[config.mk]
export PLATFORM = sky130hd
export DESIGN_NAME = noise_channel_generator
export DESIGN_NICKNAME = d
export VERILOG_FILES = /design/src/rtl/core/ncg_pkg.sv /design/src/rtl/core/ncg_cfg.sv /design/src/rtl/core/ncg_voice.sv /design/src/rtl/core/noise_channel_generator.sv
export SDC_FILE = /design/constraint.sdc
export NUM_CORES = 1
export LEC_CHECK = 0
export BUFFER_PORTS_ARGS = -buffer_cell sky130_fd_sc_hd__buf_2
export CAP_MARGIN = 20
export CORE_UTILIZATION = 50
export DETAILED_ROUTE_END_ITERATION = 16
export HOLD_SLACK_MARGIN = 0.03
export PLACE_DENSITY = 0.73
export SLEW_MARGIN = 20
export SYNTH_ARGS = -nofsm -noshare
export SYNTH_HDL_FRONTEND = slang
export SYNTH_HIERARCHICAL = 1
export SYNTH_SLANG_ARGS = --single-unit
[constraint.sdc]
create_clock -name clk -period 2.82 [get_ports clk]
set_input_delay 0.282 -clock clk [delete_from_list [all_inputs] [get_ports clk]]
set_output_delay 0.282 -clock clk [all_outputs]
set_load 0.05 [all_outputs]
[src/rtl/core/ncg_pkg.sv]
package ncg_pkg;

  localparam int unsigned CFG_ADDR_W   = 3;
  localparam int unsigned CFG_DATA_W   = 32;
  localparam int unsigned ACTION_W     = 3;
  localparam int unsigned DATA_W       = 8;
  localparam int unsigned SAMPLE_W     = 4;
  localparam int unsigned LFSR_W       = 15;
  localparam int unsigned PERIOD_W     = 12;
  localparam int unsigned LENGTH_W     = 8;
  localparam int unsigned LFSR_SHORT_TAP = 6;
  localparam int unsigned LFSR_TOP_BIT   = 14;
  localparam logic [SAMPLE_W-1:0] ENV_FULL = 4'd15;
  localparam logic [LFSR_W-1:0]   LFSR_SEED = 15'd1;

  typedef enum logic [ACTION_W-1:0] {
    ACT_TICK      = 3'd0,
    ACT_QUARTER   = 3'd1,
    ACT_HALF      = 3'd2,
    ACT_ENV_WR    = 3'd3,
    ACT_PERIOD_WR = 3'd4,
    ACT_LENGTH_WR = 3'd5,
    ACT_ENABLE_WR = 3'd6
  } action_t;

  typedef struct packed {
    logic [SAMPLE_W-1:0] sample;
    logic                length_active;
  } voice_out_t;

  function automatic logic [PERIOD_W-1:0] period_lookup(input logic pal,
                                                        input logic [3:0] idx);
    logic [PERIOD_W-1:0] p;
    p = '0;
    if (pal) begin
      unique case (idx)
        4'd0:  p = 12'd4;
        4'd1:  p = 12'd8;
        4'd2:  p = 12'd14;
        4'd3:  p = 12'd30;
        4'd4:  p = 12'd60;
        4'd5:  p = 12'd88;
        4'd6:  p = 12'd118;
        4'd7:  p = 12'd148;
        4'd8:  p = 12'd188;
        4'd9:  p = 12'd236;
        4'd10: p = 12'd354;
        4'd11: p = 12'd472;
        4'd12: p = 12'd708;
        4'd13: p = 12'd944;
        4'd14: p = 12'd1890;
        4'd15: p = 12'd3778;
        default: p = '0;
      endcase
    end else begin
      unique case (idx)
        4'd0:  p = 12'd4;
        4'd1:  p = 12'd8;
        4'd2:  p = 12'd16;
        4'd3:  p = 12'd32;
        4'd4:  p = 12'd64;
        4'd5:  p = 12'd96;
        4'd6:  p = 12'd128;
        4'd7:  p = 12'd160;
        4'd8:  p = 12'd202;
        4'd9:  p = 12'd254;
        4'd10: p = 12'd380;
        4'd11: p = 12'd508;
        4'd12: p = 12'd762;
        4'd13: p = 12'd1016;
        4'd14: p = 12'd2034;
        4'd15: p = 12'd4068;
        default: p = '0;
      endcase
    end
    return p;
  endfunction

  function automatic logic [LENGTH_W-1:0] length_lookup(input logic [4:0] idx);
    logic [LENGTH_W-1:0] l;
    l = '0;
    unique case (idx)
      5'd0:  l = 8'd10;
      5'd1:  l = 8'd254;
      5'd2:  l = 8'd20;
      5'd3:  l = 8'd2;
      5'd4:  l = 8'd40;
      5'd5:  l = 8'd4;
      5'd6:  l = 8'd80;
      5'd7:  l = 8'd6;
      5'd8:  l = 8'd160;
      5'd9:  l = 8'd8;
      5'd10: l = 8'd60;
      5'd11: l = 8'd10;
      5'd12: l = 8'd14;
      5'd13: l = 8'd12;
      5'd14: l = 8'd26;
      5'd15: l = 8'd14;
      5'd16: l = 8'd12;
      5'd17: l = 8'd16;
      5'd18: l = 8'd24;
      5'd19: l = 8'd18;
      5'd20: l = 8'd48;
      5'd21: l = 8'd20;
      5'd22: l = 8'd96;
      5'd23: l = 8'd22;
      5'd24: l = 8'd192;
      5'd25: l = 8'd24;
      5'd26: l = 8'd72;
      5'd27: l = 8'd26;
      5'd28: l = 8'd16;
      5'd29: l = 8'd28;
      5'd30: l = 8'd32;
      5'd31: l = 8'd30;
      default: l = '0;
    endcase
    return l;
  endfunction

endpackage

[src/rtl/core/ncg_cfg.sv]
module ncg_cfg
  import ncg_pkg::*;
(
  input  logic                  clk,
  input  logic                  rst_n,
  input  logic                  psel,
  input  logic                  penable,
  input  logic                  pwrite,
  input  logic [CFG_ADDR_W-1:0] paddr,
  input  logic [CFG_DATA_W-1:0] pwdata,
  output logic [CFG_DATA_W-1:0] prdata,
  output logic                  pready,
  output logic                  pal_timing
);

  logic pal_timing_r;
  logic pal_timing_nxt;
  logic reg_hit;

  assign reg_hit = (paddr[CFG_ADDR_W-1] == 1'b0);
  assign pready  = 1'b1;

  always_comb begin
    pal_timing_nxt = pal_timing_r;
    if (psel && penable && pwrite && reg_hit) begin
      pal_timing_nxt = pwdata[0];
    end
  end

  always_ff @(posedge clk) begin
    if (!rst_n) begin
      pal_timing_r <= 1'b0;
    end else begin
      pal_timing_r <= pal_timing_nxt;
    end
  end

  assign prdata     = reg_hit ? {{(CFG_DATA_W-1){1'b0}}, pal_timing_r} : '0;
  assign pal_timing = pal_timing_r;

endmodule

[src/rtl/core/ncg_voice.sv]
module ncg_voice
  import ncg_pkg::*;
(
  input  logic              clk,
  input  logic              rst_n,
  input  logic              fire,
  input  logic [ACTION_W-1:0] action,
  input  logic [DATA_W-1:0] write_data,
  input  logic              pal_timing,
  output voice_out_t        result
);

  logic [LFSR_W-1:0]   shift_reg_r,       shift_reg_nxt;
  logic [PERIOD_W-1:0] period_timer_r,    period_timer_nxt;
  logic [PERIOD_W-1:0] period_reload_r,   period_reload_nxt;
  logic                short_mode_r,      short_mode_nxt;
  logic [LENGTH_W-1:0] length_count_r,    length_count_nxt;
  logic                halt_loop_r,       halt_loop_nxt;
  logic                constant_volume_r, constant_volume_nxt;
  logic [SAMPLE_W-1:0] volume_or_rate_r,  volume_or_rate_nxt;
  logic [SAMPLE_W-1:0] env_divider_r,     env_divider_nxt;
  logic [SAMPLE_W-1:0] env_decay_r,       env_decay_nxt;
  logic                env_restart_r,     env_restart_nxt;
  logic                channel_enabled_r, channel_enabled_nxt;
  logic [SAMPLE_W-1:0] level_out_r,       level_out_nxt;

  logic                fb;
  logic [LFSR_W-1:0]   lfsr_shifted;
  logic [SAMPLE_W-1:0] volume;

  assign fb = shift_reg_r[0] ^ (short_mode_r ? shift_reg_r[LFSR_SHORT_TAP] : shift_reg_r[1]);
  assign lfsr_shifted = {fb, shift_reg_r[LFSR_W-1:1]};
  assign volume = constant_volume_r ? volume_or_rate_r : env_decay_r;

  always_comb begin
    shift_reg_nxt       = shift_reg_r;
    period_timer_nxt    = period_timer_r;
    period_reload_nxt   = period_reload_r;
    short_mode_nxt      = short_mode_r;
    length_count_nxt    = length_count_r;
    halt_loop_nxt       = halt_loop_r;
    constant_volume_nxt = constant_volume_r;
    volume_or_rate_nxt  = volume_or_rate_r;
    env_divider_nxt     = env_divider_r;
    env_decay_nxt       = env_decay_r;
    env_restart_nxt     = env_restart_r;
    channel_enabled_nxt = channel_enabled_r;
    level_out_nxt       = level_out_r;
    if (fire) begin
      unique case (action)
        ACT_TICK: begin
          if (period_timer_r == '0) begin
            period_timer_nxt = period_reload_r;
            shift_reg_nxt    = lfsr_shifted;
            if (!lfsr_shifted[0] && (length_count_r != '0)) begin
              level_out_nxt = volume;
            end else begin
              level_out_nxt = '0;
            end
          end else begin
            period_timer_nxt = period_timer_r - 1'b1;
          end
        end
        ACT_QUARTER: begin
          if (env_restart_r) begin
            env_restart_nxt = 1'b0;
            env_decay_nxt   = ENV_FULL;
            env_divider_nxt = volume_or_rate_r;
          end else if (env_divider_r == '0) begin
            if (halt_loop_r && (env_decay_r == '0)) begin
              env_decay_nxt = ENV_FULL;
            end else if (env_decay_r != '0) begin
              env_decay_nxt = env_decay_r - 1'b1;
            end
            env_divider_nxt = volume_or_rate_r;
          end else begin
            env_divider_nxt = env_divider_r - 1'b1;
          end
        end
        ACT_HALF: begin
          if (!halt_loop_r && (length_count_r != '0)) begin
            length_count_nxt = length_count_r - 1'b1;
          end
        end
        ACT_ENV_WR: begin
          halt_loop_nxt       = write_data[5];
          constant_volume_nxt = write_data[4];
          volume_or_rate_nxt  = write_data[3:0];
        end
        ACT_PERIOD_WR: begin
          period_reload_nxt = period_lookup(pal_timing, write_data[3:0]);
          short_mode_nxt    = write_data[7];
        end
        ACT_LENGTH_WR: begin
          if (channel_enabled_r) begin
            length_count_nxt = length_lookup(write_data[7:3]);
          end
          env_restart_nxt = 1'b1;
        end
        ACT_ENABLE_WR: begin
          channel_enabled_nxt = write_data[3];
          if (!write_data[3]) begin
            length_count_nxt = '0;
          end
        end
        default: begin
        end
      endcase
    end
  end

  always_ff @(posedge clk) begin
    if (!rst_n) begin
      shift_reg_r       <= LFSR_SEED;
      period_timer_r    <= '0;
      period_reload_r   <= '0;
      short_mode_r      <= 1'b0;
      length_count_r    <= '0;
      halt_loop_r       <= 1'b0;
      constant_volume_r <= 1'b0;
      volume_or_rate_r  <= '0;
      env_divider_r     <= '0;
      env_decay_r       <= '0;
      env_restart_r     <= 1'b0;
      channel_enabled_r <= 1'b0;
      level_out_r       <= '0;
    end else begin
      shift_reg_r       <= shift_reg_nxt;
      period_timer_r    <= period_timer_nxt;
      period_reload_r   <= period_reload_nxt;
      short_mode_r      <= short_mode_nxt;
      length_count_r    <= length_count_nxt;
      halt_loop_r       <= halt_loop_nxt;
      constant_volume_r <= constant_volume_nxt;
      volume_or_rate_r  <= volume_or_rate_nxt;
      env_divider_r     <= env_divider_nxt;
      env_decay_r       <= env_decay_nxt;
      env_restart_r     <= env_restart_nxt;
      channel_enabled_r <= channel_enabled_nxt;
      level_out_r       <= level_out_nxt;
    end
  end

  assign result.sample        = level_out_nxt;
  assign result.length_active = (length_count_nxt != '0);

  // disabled voice never holds a length
  a_len_zero_when_disabled: assert property (@(posedge clk) disable iff (!rst_n)
    !channel_enabled_r |-> (length_count_r == '0))
    else $error("length counter nonzero while disabled");

endmodule

[src/rtl/core/noise_channel_generator.sv]
// Noise voice with a 15-bit LFSR, period timer (NTSC or PAL table), envelope
// and length counter. Each input transaction is one event (tick, quarter
// frame, half frame or a register write) and produces exactly one output
// transaction carrying the sample level and the length-active status after
// that event. An input register feeds the update logic into the output
// register; one transaction per clock is sustained while out_ready holds.
// pal_timing is read at APB byte address 0 and should be written only
// while no events are in flight.
module noise_channel_generator
  import ncg_pkg::*;
(
  input  logic                  clk,
  input  logic                  rst_n,
  input  logic                  psel,
  input  logic                  penable,
  input  logic                  pwrite,
  input  logic [CFG_ADDR_W-1:0] paddr,
  input  logic [CFG_DATA_W-1:0] pwdata,
  output logic [CFG_DATA_W-1:0] prdata,
  output logic                  pready,
  input  logic                  in_valid,
  output logic                  in_ready,
  input  logic [ACTION_W-1:0]   in_action,
  input  logic [DATA_W-1:0]     in_write_data,
  output logic                  out_valid,
  input  logic                  out_ready,
  output logic [SAMPLE_W-1:0]   out_sample,
  output logic                  out_length_active
);

  logic                pal_timing;
  logic                stg_valid_r, stg_valid_nxt;
  logic [ACTION_W-1:0] stg_action_r;
  logic [DATA_W-1:0]   stg_data_r;
  logic                out_valid_r, out_valid_nxt;
  voice_out_t          out_data_r;
  voice_out_t          voice_res;
  logic                advance;
  logic                in_fire;

  ncg_cfg u_cfg (
    .clk        (clk),
    .rst_n      (rst_n),
    .psel       (psel),
    .penable    (penable),
    .pwrite     (pwrite),
    .paddr      (paddr),
    .pwdata     (pwdata),
    .prdata     (prdata),
    .pready     (pready),
    .pal_timing (pal_timing)
  );

  assign advance  = stg_valid_r && (!out_valid_r || out_ready);
  assign in_ready = !stg_valid_r || advance;
  assign in_fire  = in_valid && in_ready;

  ncg_voice u_voice (
    .clk        (clk),
    .rst_n      (rst_n),
    .fire       (advance),
    .action     (stg_action_r),
    .write_data (stg_data_r),
    .pal_timing (pal_timing),
    .result     (voice_res)
  );

  always_comb begin
    stg_valid_nxt = stg_valid_r;
    if (in_fire) begin
      stg_valid_nxt = 1'b1;
    end else if (advance) begin
      stg_valid_nxt = 1'b0;
    end
    out_valid_nxt = out_valid_r;
    if (advance) begin
      out_valid_nxt = 1'b1;
    end else if (out_ready) begin
      out_valid_nxt = 1'b0;
    end
  end

  always_ff @(posedge clk) begin
    if (!rst_n) begin
      stg_valid_r <= 1'b0;
      out_valid_r <= 1'b0;
    end else begin
      stg_valid_r <= stg_valid_nxt;
      out_valid_r <= out_valid_nxt;
    end
  end

  always_ff @(posedge clk) begin
    if (in_fire) begin
      stg_action_r <= in_action;
      stg_data_r   <= in_write_data;
    end
    if (advance) begin
      out_data_r <= voice_res;
    end
  end

  assign out_valid         = out_valid_r;
  assign out_sample        = out_data_r.sample;
  assign out_length_active = out_data_r.length_active;

  a_stage_held: assert property (@(posedge clk) disable iff (!rst_n)
    (stg_valid_r && !advance) |=> stg_valid_r)
    else $error("pending event dropped from input stage");

  a_no_overwrite: assert property (@(posedge clk) disable iff (!rst_n)
    (stg_valid_r && !advance) |-> !in_ready)
    else $error("input accepted over a stalled event");

  a_result_follows: assert property (@(posedge clk) disable iff (!rst_n)
    advance |=> out_valid_r)
    else $error("processed event produced no output");

endmodule

==> impl_results.md <==
* Worst-path fanout max at 24
* Largest net degree at the start of global routing at 51
* PwrDens at 445 nW/um^2
* Worst Clk Skew at 5.84 ps
* Fin. Hold Viols at 0
* Synth cell types at 80
* Core ar. at 9860 sq um
* EDFF count, synth at 16
* Finished Core Util at 0.553
* Yosys warns at 6
* F_max at 396 MHz
* Sequential fraction of the synthesis area at 0.365
* Seq cells post-synth at 86
* R2r endpoint: u_voice/level_out_r[3]$_SDFF_PN0_
* Area delta synth->final at 5.75%
* Reg2reg start: out_valid$_SDFFE_PN0P_
* Max-slew headroom at 0.491
* Pleak at 0.00209 uW
* Fin crit period at 2530 ps
* Avg WL per Cell at 13.7 um
* R2R setup slack at 290 ps
* Multi-input logic area at 2910 sq um
* Fraction of layout cells with a size suffix above 1 at 0.122
* DR vias/cell at 5.55
* Synth top area share at 0.272
* DRC at 0
* Full die area at 10700 sq um
* Die width at 104 um
* Largest cells by area after synthesis: dfxtp_1 27%, edfxtp_1 9.3%, nand2_1 5.8%, buf_4 5.1%, ha_1 3.9%
* Total congestion overflow at 0
* Final Instance Area at 5450 sq um
* Synth area leader: dfxtp_1
* Setup CP Type: reg2reg
* Initial DRC count at 212
* Initial Util at 0.523
* DP Wirelength at 7.33 mm
* Ant. Diodes at 0
* Setup TNS Final at 0 ps
* Placed Cells at 739
* Worst-path clk slew at 90 ps
* Reg area at 1880 sq um
* Min-delay worst type: in2reg
* Worst hold endpoint: stg_data_r[0]$_DFFE_PP_
* Via count of the routed design at 4188
* WP data arrival at 2840 ps
* Vias in the first global route at 3850
* Post-cts resize count at 0
* Slew Limit Fails at 0
* Syn Area/Cell at 8.55 sq um
* Reg2Reg Depth at 8
* I/O Buffers at 27
* RePlAce Congestion at 0.889
* WHS Path Cells at 1
* Hold Buf Count CTS at 0
* Hold path start: in_write_data[0]
* Req. time, crit path at 3130 ps
* DRT antenna net count at 0
* CTS Root Cell: clkbuf_8
* Final layout net count at 686
* Die height at 104 um
* CP Capture Type: flip-flop
* Post-DP Area at 5280 sq um
* Initial DRT Pass Iterations at 4
* Clock Sinks at 86
* Initial antenna violation count at 0
* Fin cells at 755
* Cells after synthesis at 603
* Final setup viols at 0
* H-tree Lvls at 3
* Worst-margin pin slew at 764 ps
* Post-synth ARST share at 0
* Global-route wire length before repair at 17.7 mm
* Tcrit/Tclk final at 0.896
* Final WL at 10.3 mm
* Max cap viols at 0
* Clk Latency, worst-skew pair at 360 ps
* Fillers at 917
* Peak VDD IR at 0.366 mV
* Maximum clock path buffer count at 2
* TritonCTS clock tree: done
* Critical Path Source Type: flip-flop
* All-layer global routing usage at 0.199
* Post-Syn Area at 5160 sq um
* FP Rows at 36
* CTS Buf Count at 9
* Setup Buffers After CTS at 0
* RSZ-0062 raised after global routing: no
* I/O pin count at 93
* Synth Flop Type: dfxtp_1
* Status: finished clean
==> worst max path at each step <==
stage                                  startpoint                                 to  slack [ps]
after floorplan           stg_data_r[3]$_DFFE_PP_        out_length_active$_DFFE_PP_          40
after global placement    stg_data_r[4]$_DFFE_PP_        out_length_active$_DFFE_PP_         310
after detailed placement   out_valid$_SDFFE_PN0P_  u_voice/level_out_r[3]$_SDFF_PN0_         290
after CTS                  out_valid$_SDFFE_PN0P_  u_voice/level_out_r[3]$_SDFF_PN0_         260
after global routing       out_valid$_SDFFE_PN0P_  u_voice/level_out_r[3]$_SDFF_PN0_          80
final                      out_valid$_SDFFE_PN0P_  u_voice/level_out_r[3]$_SDFF_PN0_         290
==> stage by stage <==
stage	hold WS, ps	setup slack (ps)	power [uW]
detailed placement	456	290	1670
CTS	77.8	261	2450
global route	75.9	76.2	2540
finish	94.9	294	2430
floorplan	381	39.5	1640
global placement	447	307	1660
==> layout by cell type, fill, tap and decap left out, drive strengths merged, types with 6 or more instances in the layout <==
cell	instances
a21boi	27
a21oi	35
a31oi	7
and2	16
buf	39
clkbuf	10
conb	32
dfxtp	70
edfxtp	16
ha	16
inv	24
mux2i	14
nand2	80
nand2b	7
nand3	14
nand3b	6
nor2	35
nor2b	25
nor3	13
nor4	8
o211a	6
o211ai	6
o21ai	22
o31ai	8
==> synth_stat cells, types with 15 or more instances <==
master,count
buf_4,35
nor2_1,35
dfxtp_1,70
ha_1,16
edfxtp_1,16
clkbuf_1,24
and2_1,15
nand2_1,80
nor2b_1,24
inv_1,21
a21oi_1,35
a21boi_0,26
o21ai_0,22
==> per-layer routing <==
layer | vias to the layer above | wire length [um] | track usage
met5 | - | 0 | 0
met4 | 0 | 131 | 0.0766
met1 | 1932 | 4740 | 0.262
li1 | 2102 | - | -
met2 | 142 | 4860 | 0.332
met3 | 12 | 584 | 0.0271
==> final cells by class <==
type,instances,share of cell area
multi-input cells,458,0.533
flip-flops and latches,86,0.345
repair buffers,39,0.0436
well taps,133,0.0305
clock buffers,10,0.0234
inverters,23,0.0158
clock inverters,6,0.00849
==> sequential cells by signal, summed over array words and instances (netlist names), 3 cells and up <==
name                      flops
u_voice/env_divider_r         4
stg_action_r                  3
u_voice/env_decay_r           4
stg_data_r                    8
out_sample                    4
u_voice/period_timer_r       12
u_voice/period_reload_r      11
u_voice/shift_reg_r          15
u_voice/length_count_r        8
u_voice/level_out_r           4
u_voice/volume_or_rate_r      4
==> critical path, cell delays in order, from the launching register on <==
cell     delay, ps
dfxtp_1        360
nor2b_4        150
nor2b_1        190
buf_12         180
nor4b_4        310
nand3_2        190
or2_1          540
o31ai_1        400
and2_1         160
==> cell families (layout without fill, tap and decap cells) <==
group                    Yosys count  in the layout  synth area share
AND/OR/NAND/NOR                  233            233             0.251
other                              2             32           0.00146
multiplexers                      15             15            0.0294
AO/OA/AOI/OAI                    155            155             0.209
flip-flops                        86             86             0.365
adder cells (fa/ha/maj)           16             16            0.0388
buffers and inverters             89             78            0.0932
XOR/XNOR                           7              7            0.0119
==> power by group <==
| group | internal [uW] | switching (uW) |
|---|---|---|
| logic | 100 | 234 |
| registers | 1270 | 34.1 |
| clock network | 327 | 458 |
| total | 1700 | 726 |
Note: power is estimated with default switching activity, not from simulation.
